--- config.mk ---
export PLATFORM = sky130hd
export DESIGN_NAME = rds_group_decoder
export DESIGN_NICKNAME = d
export VERILOG_FILES = /design/src/rtl/rdsg_pkg.sv /design/src/rtl/rdsg_ram.sv /design/src/rtl/rdsg_out.sv /design/src/rtl/rds_group_decoder.sv
export SDC_FILE = /design/constraint.sdc
export NUM_CORES = 2
export LEC_CHECK = 0
export BUFFER_PORTS_ARGS = -buffer_cell sky130_fd_sc_hd__buf_4
export CAP_MARGIN = 40
export CELL_PAD_IN_SITES_DETAIL_PLACEMENT = 2
export CELL_PAD_IN_SITES_GLOBAL_PLACEMENT = 2
export CORE_MARGIN = 2
export CORE_UTILIZATION = 54
export CTS_BUF_LIST = sky130_fd_sc_hd__clkbuf_4 sky130_fd_sc_hd__clkbuf_8 sky130_fd_sc_hd__clkbuf_16
export DETAILED_ROUTE_END_ITERATION = 16
export GPL_TIMING_DRIVEN = 0
export PLACE_DENSITY_LB_ADDON = 0.1
export SLEW_MARGIN = 20
export SYNTH_ARGS = -nofsm -noshare
export SYNTH_HDL_FRONTEND = slang
export SYNTH_HIERARCHICAL = 1
export SYNTH_SLANG_ARGS = --single-unit
--- constraint.sdc ---
create_clock -name clk -period 11.2 [get_ports clk]
set_clock_uncertainty 0.15 [all_clocks]
set_input_delay 3.36 -clock clk [delete_from_list [all_inputs] [get_ports clk]]
set_output_delay 3.36 -clock clk [all_outputs]
set_load 0.01 [all_outputs]
--- src/rtl/rdsg_pkg.sv ---
`timescale 1ns / 1ps
// ----------------------------------------------------------------------------
// rdsg_pkg
// Shared constants, message kinds and the result word of the group decoder.
// ----------------------------------------------------------------------------
package rdsg_pkg;

  localparam int PS_LEN   = 8;
  localparam int RT_A_LEN = 64;
  localparam int RT_B_LEN = 32;

  localparam logic [7:0] TEXT_END = 8'h0D;

  // message kinds on tuser
  localparam logic [2:0] KIND_NONE   = 3'd0;
  localparam logic [2:0] KIND_PTY    = 3'd1;
  localparam logic [2:0] KIND_TA     = 3'd2;
  localparam logic [2:0] KIND_PS     = 3'd3;
  localparam logic [2:0] KIND_TEXT_A = 3'd4;
  localparam logic [2:0] KIND_TEXT_B = 3'd5;

  // group types handled
  localparam logic [3:0] GRP_BASIC   = 4'd0;
  localparam logic [3:0] GRP_TEXT    = 4'd2;
  localparam logic [3:0] GRP_EON     = 4'd14;
  localparam logic [3:0] GRP_FAST    = 4'd15;

  // memory sizes and layout
  localparam int WORK_DEPTH  = 256;
  localparam int SHOWN_DEPTH = 128;
  localparam int WORK_AW     = $clog2(WORK_DEPTH);
  localparam int SHOWN_AW    = $clog2(SHOWN_DEPTH);

  localparam logic [7:0] RTB_WBASE = 8'(2 * RT_A_LEN);
  localparam logic [7:0] PS_WBASE  = 8'(2 * RT_A_LEN + RT_B_LEN);
  localparam logic [6:0] RTA_SBASE = 7'd0;
  localparam logic [6:0] RTB_SBASE = 7'(RT_A_LEN);
  localparam logic [6:0] PS_SBASE  = 7'(RT_A_LEN + RT_B_LEN);

  localparam logic [5:0] RTA_LAST = 6'(RT_A_LEN - 1);
  localparam logic [4:0] RTB_LAST = 5'(RT_B_LEN - 1);

  localparam int OUT_DATA_W = 48;

  typedef struct packed {
    logic [2:0]  kind;
    logic [4:0]  value;
    logic [5:0]  pos;
    logic [7:0]  first;
    logic [7:0]  second;
    logic [1:0]  count;
    logic        last;
    logic [15:0] pi;
    logic        tp;
    logic        ms;
    logic        ta;
  } rdsg_word_t;

endpackage

--- src/rtl/rdsg_ram.sv ---
`timescale 1ns / 1ps
// ----------------------------------------------------------------------------
// rdsg_ram
// Generic single write port, single read port RAM with registered read.
// ----------------------------------------------------------------------------
module rdsg_ram #(
  parameter int WIDTH = 8,
  parameter int DEPTH = 256
) (
  input  logic                     clk,
  input  logic                     we,
  input  logic [$clog2(DEPTH)-1:0] waddr,
  input  logic [WIDTH-1:0]         wdata,
  input  logic [$clog2(DEPTH)-1:0] raddr,
  output logic [WIDTH-1:0]         rdata
);

  logic [WIDTH-1:0] mem [DEPTH];

  always_ff @(posedge clk) begin
    if (we) begin
      mem[waddr] <= wdata;
    end
    rdata <= mem[raddr];
  end

endmodule

--- src/rtl/rdsg_out.sv ---
`timescale 1ns / 1ps
// ----------------------------------------------------------------------------
// rdsg_out
// Output register of the decoder: holds one result word and packs the stream.
// ----------------------------------------------------------------------------
module rdsg_out (
  input  logic                               clk,
  input  logic                               rst,
  input  logic                               load,
  input  rdsg_pkg::rdsg_word_t               word,
  input  logic                               m_tready,
  output logic                               m_tvalid,
  output logic [rdsg_pkg::OUT_DATA_W-1:0]    m_tdata,
  output logic [2:0]                         m_tuser,
  output logic                               m_tlast,
  output logic                               free
);

  rdsg_pkg::rdsg_word_t held;

  assign free = !m_tvalid || m_tready;

  always_ff @(posedge clk) begin
    if (rst) begin
      m_tvalid <= 1'b0;
    end else if (load) begin
      m_tvalid <= 1'b1;
    end else if (m_tready) begin
      m_tvalid <= 1'b0;
    end
    if (load) begin
      held <= word;
    end
  end

  assign m_tdata = {held.ta, held.ms, held.tp, held.pi, held.count,
                    held.second, held.first, held.pos, held.value};
  assign m_tuser = held.kind;
  assign m_tlast = held.last;

endmodule

--- src/rtl/rds_group_decoder.sv ---
`timescale 1ns / 1ps
// ----------------------------------------------------------------------------
// rds_group_decoder
// RDS group decoder: PI/PTY/TP/MS/TA tracking, PS name and RadioText assembly.
// ----------------------------------------------------------------------------
// One group is taken at a time. A segment write stores its characters in the
// work memory, a text end compares the work copy against the shown copy (one
// character per cycle through the single read port of each memory), and
// changed text is copied to the shown copy and sent in words of up to two
// characters. After reset a clearing pass zeroes both memories before the
// first group is accepted.
module rds_group_decoder (
  input  logic        clk,
  input  logic        rst,
  input  logic        s_tvalid,
  output logic        s_tready,
  input  logic [63:0] s_tdata,   // block_a, block_b, block_c, block_d
  output logic        m_tvalid,
  input  logic        m_tready,
  output logic [47:0] m_tdata,   // msg_value, char_pos, char_first, char_second,
                                 // char_count, prog_ident, traffic_program,
                                 // music_speech, traffic_announce
  output logic [2:0]  m_tuser,   // msg_kind
  output logic        m_tlast    // last
);

  typedef enum logic [3:0] {
    S_CLR, S_IDLE, S_WR, S_CMP, S_DISP, S_PTY, S_TA, S_TXA, S_TXB, S_TXC, S_TXD
  } state_t;

  state_t state;

  logic [rdsg_pkg::WORK_AW-1:0]  clr_cnt;
  logic [15:0] pi_code;
  logic [4:0]  pty_code;
  logic        tp_flag, ms_flag, ta_active;
  logic [2:0]  ps_seq;
  logic [4:0]  rt_seq;
  logic        pty_pend, ta_pend, txt_pend;
  logic [7:0]  ch [4];
  logic [2:0]  nchar, wcnt;
  logic [7:0]  waddr0, wbase;
  logic [6:0]  sbase;
  logic        do_cmp;
  logic [6:0]  len, ccnt, tpos;
  logic        rv, diff;
  logic [2:0]  tkind;
  logic [7:0]  c1, c2;

  // accept-time decode
  logic [15:0] bb, cc, dd;
  logic [3:0]  grp;
  logic        ver;
  logic [4:0]  pty_in;
  logic [2:0]  dec_nchar;
  logic        dec_cmp, dec_ta_upd, dec_ta_val;
  logic [6:0]  dec_len;
  logic [7:0]  dec_waddr, dec_wbase;
  logic [6:0]  dec_sbase;
  logic [2:0]  dec_kind;
  logic [2:0]  ps_seq_n;
  logic [4:0]  rt_seq_n;
  logic [7:0]  dec_ch [4];
  logic [5:0]  pos_a;
  logic [4:0]  pos_b;

  always_comb begin
    bb = s_tdata[31:16];
    cc = s_tdata[47:32];
    dd = s_tdata[63:48];
    grp = bb[15:12];
    ver = bb[11];
    pty_in = bb[9:5];
    dec_nchar = 3'd0;
    dec_cmp = 1'b0;
    dec_len = 7'd0;
    dec_waddr = 8'd0;
    dec_wbase = 8'd0;
    dec_sbase = 7'd0;
    dec_kind = rdsg_pkg::KIND_NONE;
    dec_ta_upd = 1'b0;
    dec_ta_val = 1'b0;
    ps_seq_n = ps_seq;
    rt_seq_n = rt_seq;
    pos_a = 6'd0;
    pos_b = 5'd0;
    dec_ch[0] = dd[15:8];
    dec_ch[1] = dd[7:0];
    dec_ch[2] = 8'd0;
    dec_ch[3] = 8'd0;
    if (grp == rdsg_pkg::GRP_BASIC) begin
      if (bb[1:0] == 2'd0 || ps_seq == {1'b0, bb[1:0]}) begin
        dec_ta_upd = 1'b1;
        dec_ta_val = bb[4] & bb[10];
        dec_nchar = 3'd2;
        dec_wbase = rdsg_pkg::PS_WBASE + {4'd0, ver, 3'd0};
        dec_waddr = dec_wbase + {5'd0, bb[1:0], 1'b0};
        dec_sbase = rdsg_pkg::PS_SBASE;
        dec_cmp = (bb[1:0] == 2'd3);
        dec_len = 7'(rdsg_pkg::PS_LEN);
        dec_kind = rdsg_pkg::KIND_PS;
        ps_seq_n = {1'b0, bb[1:0]} + 3'd1;
      end
    end else if (grp == rdsg_pkg::GRP_TEXT) begin
      if (bb[3:0] == 4'd0 || rt_seq == {1'b0, bb[3:0]}) begin
        rt_seq_n = {1'b0, bb[3:0]} + 5'd1;
        if (!ver) begin
          dec_nchar = 3'd4;
          dec_ch[0] = cc[15:8];
          dec_ch[1] = cc[7:0];
          dec_ch[2] = dd[15:8];
          dec_ch[3] = dd[7:0];
          dec_wbase = {1'b0, bb[4], 6'd0};
          dec_waddr = {1'b0, bb[4], bb[3:0], 2'd0};
          dec_sbase = rdsg_pkg::RTA_SBASE;
          dec_kind = rdsg_pkg::KIND_TEXT_A;
          for (int i = 0; i < 4; i++) begin
            pos_a = {bb[3:0], 2'(i)};
            if (!dec_cmp && (dec_ch[i] == rdsg_pkg::TEXT_END ||
                             pos_a == rdsg_pkg::RTA_LAST)) begin
              dec_cmp = 1'b1;
              dec_len = {1'b0, pos_a} + 7'd1;
            end
          end
        end else begin
          dec_nchar = 3'd2;
          dec_wbase = rdsg_pkg::RTB_WBASE;
          dec_waddr = rdsg_pkg::RTB_WBASE + {3'd0, bb[3:0], 1'b0};
          dec_sbase = rdsg_pkg::RTB_SBASE;
          dec_kind = rdsg_pkg::KIND_TEXT_B;
          for (int i = 0; i < 2; i++) begin
            pos_b = {bb[3:0], 1'(i)};
            if (!dec_cmp && (dec_ch[i] == rdsg_pkg::TEXT_END ||
                             pos_b == rdsg_pkg::RTB_LAST)) begin
              dec_cmp = 1'b1;
              dec_len = {2'd0, pos_b} + 7'd1;
            end
          end
        end
      end
    end else if (grp == rdsg_pkg::GRP_EON && ver) begin
      dec_ta_upd = 1'b1;
      dec_ta_val = (bb[4:3] == 2'b11);
    end
  end

  // memories
  logic                          work_we, shown_we;
  logic [rdsg_pkg::WORK_AW-1:0]  work_waddr, work_raddr;
  logic [rdsg_pkg::SHOWN_AW-1:0] shown_waddr, shown_raddr;
  logic [7:0]                    work_wdata, shown_wdata, work_rdata, shown_rdata;
  logic                          two_chars;

  assign two_chars = ({1'b0, tpos} + 8'd1) < {1'b0, len};

  always_comb begin
    work_we = 1'b0;
    work_waddr = waddr0 + {5'd0, wcnt};
    work_wdata = ch[wcnt[1:0]];
    work_raddr = 8'd0;
    shown_we = 1'b0;
    shown_waddr = sbase + tpos;
    shown_wdata = work_rdata;
    shown_raddr = sbase + ccnt;
    unique case (state)
      S_CLR: begin
        work_we = 1'b1;
        work_waddr = clr_cnt;
        work_wdata = 8'd0;
        shown_we = 1'b1;
        shown_waddr = clr_cnt[rdsg_pkg::SHOWN_AW-1:0];
        shown_wdata = 8'd0;
      end
      S_WR:  work_we = 1'b1;
      S_CMP: work_raddr = wbase + {1'b0, ccnt};
      S_TXA: work_raddr = wbase + {1'b0, tpos};
      S_TXB: begin
        shown_we = 1'b1;
        work_raddr = wbase + {1'b0, tpos} + 8'd1;
      end
      S_TXC: begin
        shown_we = two_chars;
        shown_waddr = sbase + tpos + 7'd1;
      end
      default: ;
    endcase
  end

  rdsg_ram #(.WIDTH(8), .DEPTH(rdsg_pkg::WORK_DEPTH)) u_work (
    .clk(clk), .we(work_we), .waddr(work_waddr), .wdata(work_wdata),
    .raddr(work_raddr), .rdata(work_rdata)
  );

  rdsg_ram #(.WIDTH(8), .DEPTH(rdsg_pkg::SHOWN_DEPTH)) u_shown (
    .clk(clk), .we(shown_we), .waddr(shown_waddr), .wdata(shown_wdata),
    .raddr(shown_raddr), .rdata(shown_rdata)
  );

  // output word
  rdsg_pkg::rdsg_word_t word;
  logic out_load, out_free;
  logic txt_done;

  assign txt_done = ({1'b0, tpos} + 8'd2) >= {1'b0, len};

  always_comb begin
    word = '0;
    word.pi = pi_code;
    word.tp = tp_flag;
    word.ms = ms_flag;
    word.ta = ta_active;
    out_load = 1'b0;
    unique case (state)
      S_PTY: begin
        out_load = out_free;
        word.kind = rdsg_pkg::KIND_PTY;
        word.value = pty_code;
        word.last = !ta_pend && !txt_pend;
      end
      S_TA: begin
        out_load = out_free;
        word.kind = rdsg_pkg::KIND_TA;
        word.value = {4'd0, ta_active};
        word.last = !txt_pend;
      end
      S_TXD: begin
        out_load = out_free;
        word.kind = tkind;
        word.pos = tpos[5:0];
        word.first = c1;
        word.second = c2;
        word.count = two_chars ? 2'd2 : 2'd1;
        word.last = txt_done;
      end
      default: ;
    endcase
  end

  rdsg_out u_out (
    .clk(clk), .rst(rst), .load(out_load), .word(word), .m_tready(m_tready),
    .m_tvalid(m_tvalid), .m_tdata(m_tdata), .m_tuser(m_tuser), .m_tlast(m_tlast),
    .free(out_free)
  );

  assign s_tready = (state == S_IDLE);

  always_ff @(posedge clk) begin
    if (rst) begin
      state <= S_CLR;
      clr_cnt <= '0;
      pi_code <= 16'd0;
      pty_code <= 5'd0;
      tp_flag <= 1'b0;
      ms_flag <= 1'b0;
      ta_active <= 1'b0;
      ps_seq <= 3'd0;
      rt_seq <= 5'd0;
      pty_pend <= 1'b0;
      ta_pend <= 1'b0;
      txt_pend <= 1'b0;
      wcnt <= 3'd0;
      ccnt <= 7'd0;
      rv <= 1'b0;
      diff <= 1'b0;
      tpos <= 7'd0;
    end else begin
      unique case (state)
        S_CLR: begin
          clr_cnt <= clr_cnt + 1'b1;
          if (&clr_cnt) begin
            state <= S_IDLE;
          end
        end
        S_IDLE: begin
          if (s_tvalid) begin
            pi_code <= s_tdata[15:0];
            pty_code <= pty_in;
            pty_pend <= (pty_in != pty_code);
            tp_flag <= bb[10];
            if (grp == rdsg_pkg::GRP_BASIC || (grp == rdsg_pkg::GRP_FAST && ver)) begin
              ms_flag <= bb[3];
            end
            ta_pend <= dec_ta_upd && (dec_ta_val != ta_active);
            if (dec_ta_upd) begin
              ta_active <= dec_ta_val;
            end
            ps_seq <= ps_seq_n;
            rt_seq <= rt_seq_n;
            txt_pend <= 1'b0;
            for (int i = 0; i < 4; i++) begin
              ch[i] <= dec_ch[i];
            end
            nchar <= dec_nchar;
            waddr0 <= dec_waddr;
            wbase <= dec_wbase;
            sbase <= dec_sbase;
            do_cmp <= dec_cmp;
            len <= dec_len;
            tkind <= dec_kind;
            wcnt <= 3'd0;
            state <= (dec_nchar != 3'd0) ? S_WR : S_DISP;
          end
        end
        S_WR: begin
          wcnt <= wcnt + 3'd1;
          if (wcnt + 3'd1 == nchar) begin
            ccnt <= 7'd0;
            rv <= 1'b0;
            diff <= 1'b0;
            state <= do_cmp ? S_CMP : S_DISP;
          end
        end
        S_CMP: begin
          // read data arrives in the cycle after its address is issued
          if (ccnt < len) begin
            ccnt <= ccnt + 7'd1;
          end
          rv <= (ccnt < len);
          if (rv && work_rdata != shown_rdata) begin
            diff <= 1'b1;
          end
          if (ccnt == len && !rv) begin
            txt_pend <= diff;
            tpos <= 7'd0;
            state <= S_DISP;
          end
        end
        S_DISP: begin
          if (pty_pend) begin
            state <= S_PTY;
          end else if (ta_pend) begin
            state <= S_TA;
          end else if (txt_pend) begin
            state <= S_TXA;
          end else begin
            state <= S_IDLE;
          end
        end
        S_PTY: begin
          if (out_free) begin
            pty_pend <= 1'b0;
            state <= S_DISP;
          end
        end
        S_TA: begin
          if (out_free) begin
            ta_pend <= 1'b0;
            state <= S_DISP;
          end
        end
        S_TXA: state <= S_TXB;
        S_TXB: begin
          c1 <= work_rdata;
          state <= S_TXC;
        end
        S_TXC: begin
          c2 <= two_chars ? work_rdata : 8'd0;
          state <= S_TXD;
        end
        S_TXD: begin
          if (out_free) begin
            tpos <= tpos + 7'd2;
            if (txt_done) begin
              txt_pend <= 1'b0;
              state <= S_DISP;
            end else begin
              state <= S_TXA;
            end
          end
        end
        default: state <= S_IDLE;
      endcase
    end
  end

endmodule

==> metrics, run 1 <==
status=stopped before the end; Failed at=3_5_place_dp; First Err=[ERROR DPL-0033] detailed placement checks failed during check placement.; Synth area leaders=edfxtp_1 (74%), mux4_2 (14%), nor2_1 (1.4%); Avg Cell Area, Syn=20.56 um2; post-synthesis xor/xnor area fraction=0.003374; Syn Nets=6361; commonest cells in the netlist=edfxtp_1 (3191), mux4_2 (798), nor2_1 (470); combinational family with the most area after synthesis=multiplexers; Syn. warnings=6; Synth Area in Simple Gates=0.03517; fraction of registers with async set/reset=0; post-synth top area cell=edfxtp_1; post-synth top area share=0.7447; row cnt=179; Seq cells post-synth=3275; adder-cell share of the synthesized area=0.003559; EDFF count, synth=3191; Distinct cells, synth=90; Mapped Area=0.1287 mm2; Synth Area in Compound Gates=0.02927; GP Congestion=0.9528; register area share after synthesis=0.7578; Most used DFF post-synth=edfxtp_1; port buffer count=121; post-synthesis mux area share=0.1533; most frequent cell after synthesis=edfxtp_1; cells after synthesis=6257; post-DP HPWL=389.0 mm; Die X-Extent=492.1 um; Initial Util=0.5420; # IOs=122; Die Ht=492.1 um
[stage by stage]
stage	setup slack (ns)	instance area, um2	hold WS, ns
global placement	0.8065	133500	0.2614
floorplan	5.409	128700	0.2580
[kinds of logic after synthesis]
logic type,count (synthesis)
flip-flops,3275
adder cells (fa/ha/maj),36
XOR/XNOR,48
multiplexers,967
other,1
AO/OA/AOI/OAI,553
buffers and inverters,401
AND/OR/NAND/NOR,976
==> run 2: changes to the inputs <==
Settings changed: CELL_PAD_IN_SITES_DETAIL_PLACEMENT 2 to unset, CELL_PAD_IN_SITES_GLOBAL_PLACEMENT 2 to unset, CORE_UTILIZATION 54 to 40, CTS_BUF_LIST sky130_fd_sc_hd__clkbuf_4 sky130_fd_sc_hd__clkbuf_8 sky130_fd_sc_hd__clkbuf_16 to unset, PLACE_DENSITY_LB_ADDON 0.1 to 0.15.
==> run 2 against run 1 <==
Compared with the run above:
- the run now ends clean
- synthesized cell count is the same
- area after synthesis unchanged
==> metrics, run 2 <==
CP required=11.74 ns; port buffer count=121; EDFF count, synth=3191; Clock Root Buffer=clkbuf_16; Worst VDD drop=0.1232 mV; Syn Nets=6361; final WL=401.8 mm; RSZ-0062 raised after global routing=no; fraction of registers with async set/reset=0; most frequent cells in the layout=edfxtp_1 (3191), mux4_2 (798), nor2_1 (458), buf_4 (408), clkbuf_16 (346); reg2reg end=u_work/rdata[5]; iteration-0 DRC count of the detailed router=9166; Die X-Extent=571.2 um; post-synth top area cell=edfxtp_1; Largest register FFs=2048; post-DP HPWL=283.2 mm; Avg Cell Area, Syn=20.56 um2; Max Buffers Root-to-Sink=4; H-tree Lvls=5; CP delay by family, top=buffers and inverters; gr usage total=0.2436; Via-to-Cell Ratio=5.890; Routed wire per std cell=34.30 um; largest net degree at the start of global routing=73; first-pass GRT wire length=548.1 mm; post-synth top area share=0.7447; row cnt=208; number of global-route vias before repair=67420; die area=0.3262 mm2; CTS tree=done; Core ar.=0.3206 mm2; commonest cells in the netlist=edfxtp_1 (3191), mux4_2 (798), nor2_1 (470); Worst Hold Depth=0; Nets=7226; CTS Buf Count=342; final worst slack=4.835 ns; grt total ovfl=0; status=complete, no violations; Clock Sinks=3275; DR pass1 iterations=8; dpl ws=4.901 ns; Slew HR=0.3302; Final ANT Viol Nets=0; CP Capture Type=flip-flop; most frequent cell after synthesis=edfxtp_1; Mapped Area=0.1287 mm2; hold buffers post-CTS=0; Post-route DRC=0; crit-path cells=clkbuf_8, or2_1, clkbuf_8, o21ai_0, a22o_1, buf_4, nor2b_1, clkbuf_1, clkbuf_1, a22oi_1, a21oi_1, nor3_1, nor4_2; worst hold path type=flip-flop to flip-flop; Area growth syn-to-layout=17.36%; cells after synthesis=6257; CP Launch Type=flip-flop; Initial Util=0.4013; slowest stage delay, CP=0.80 ns; register area share after synthesis=0.7578; buffer count from post-CTS setup fixing=0; critical setup path kind=flip-flop to flip-flop; DR vias=68990; R2R Path Start=state[1]; GP Congestion=0.9298; Clock Latency Late Sink=0.94 ns; clk slew on worst S/H paths=0.06 ns; slowest cell on the critical path=nor4_2; crit-path max FO=10; Syn. warnings=6; Worst R2R Path Depth=13; initial antenna violation count=18; Seq cells post-synth=3275; Max-Cap Viols=0; # IOs=122; Slew Limit Fails=0; Setup violations, final=0; Distinct cells, synth=90; # resized after CTS=0; WP depth=13; fmax=157.1 MHz; Leak=47.32 nW; setup TNS=0 ns; Die Ht=571.2 um; R2R Setup Slk=4.84 ns; actual slew at the worst max-slew pin=1.003 ns; Worst Path Buf+Inv=5; Largest Register=u_work/mem; layout cells sized above 1=0.2853; critical path data arrival time=6.91 ns; Most used DFF post-synth=edfxtp_1; fin crit share=0.5683; final hold viol count=0; Final Critical Period=6.365 ns; hold path start=pi_code[4]; Synth area leaders=edfxtp_1 (74%), mux4_2 (14%), nor2_1 (1.4%); commonest non-fill, non-tap cell in the layout=edfxtp_1; hold endpoint=u_out/m_tdata[33]; Pwr per Cell Area=177.9 mW/mm2
-- run 2: cell counts after synthesis --
Identical to the previous run, type by type.
-- run 2: per-layer routing --
layer | up-vias | wire length (um) | global-route usage
li1 | 27670 | - | -
met1 | 37070 | 164900 | 0.3441
met2 | 3575 | 182000 | 0.3705
met3 | 662 | 39770 | 0.05913
met4 | 8 | 15030 | 0.08325
met5 | - | 85 | 0
-- run 2: kinds of logic (layout without fill, tap and decap cells) --
logic type / Yosys count / after routing / synth area share
AO/OA/AOI/OAI: 553 / 553 / 0.02927
XOR/XNOR: 48 / 48 / 0.003374
adder cells (fa/ha/maj): 36 / 36 / 0.003559
buffers and inverters: 401 / 1549 / 0.01744
flip-flops: 3275 / 3275 / 0.7578
multiplexers: 967 / 967 / 0.1533
other: 1 / 5 / 0.00002915
AND/OR/NAND/NOR: 976 / 976 / 0.03517
-- run 2: area by class of cell --
cell class                 instances  area (um2)
timing repair buffer             521        5410
multi-input combinational       2581       29220
buffer                           371        2188
fill                           26790      169600
sequential                      3275       97500
clock buffer                     431        9107
inverter                          30       113.9
clock inverter                   196        2056
antenna                            4       10.01
tap                             4305        5386
-- run 2: worst max-delay path by stage --
stage / from / endpoint
floorplan: s_tvalid / ch[0][0]
CTS: state[1] / u_work/rdata[5]
finish: state[1] / u_work/rdata[5]
global route: state[1] / u_work/rdata[5]
detailed placement: s_tdata[16] / ch[0][3]
global placement: state[2] / u_work/mem[196][2]
-- run 2: worst register-to-register path: stages (launching register included) --
cell and delay [ns]:
dfxtp_1 0.30, clkbuf_8 0.16, or2_1 0.24, clkbuf_8 0.16, o21ai_0 0.50, a22o_1 0.44, buf_4 0.39, nor2b_1 0.75
clkbuf_1 0.70, clkbuf_1 0.72, a22oi_1 0.20, a21oi_1 0.45, nor3_1 0.20, nor4_2 0.80
-- run 2: where the power goes --
| group | leakage [nW] | total (mW) | internal (mW) | switching (mW) |
|---|---|---|---|---|
| Sequential | 30.2 | 13.9 | 13.8 | 0.0795 |
| Combinational | 11.7 | 1.65 | 0.400 | 1.25 |
| Clock | 5.41 | 11.3 | 6.48 | 4.84 |
-- run 2: metrics by stage --
step           power (mW)  cells    util  hold slack (ns)  cell area (um2)
3_3_place_gp        15.66  10680  0.4209           0.2616           135000
3_5_place_dp        15.74  10960  0.4332           0.2651           138900
5_1_grt             27.55  11710  0.4709           0.2985           151000
4_1_cts             27.02  11590  0.4680           0.2801           150100
2_1_floorplan       14.77   6257       -           0.2580           128700
6_report            26.86  11710  0.4709           0.2801           151000
Note: power is estimated with default switching activity, not from simulation.
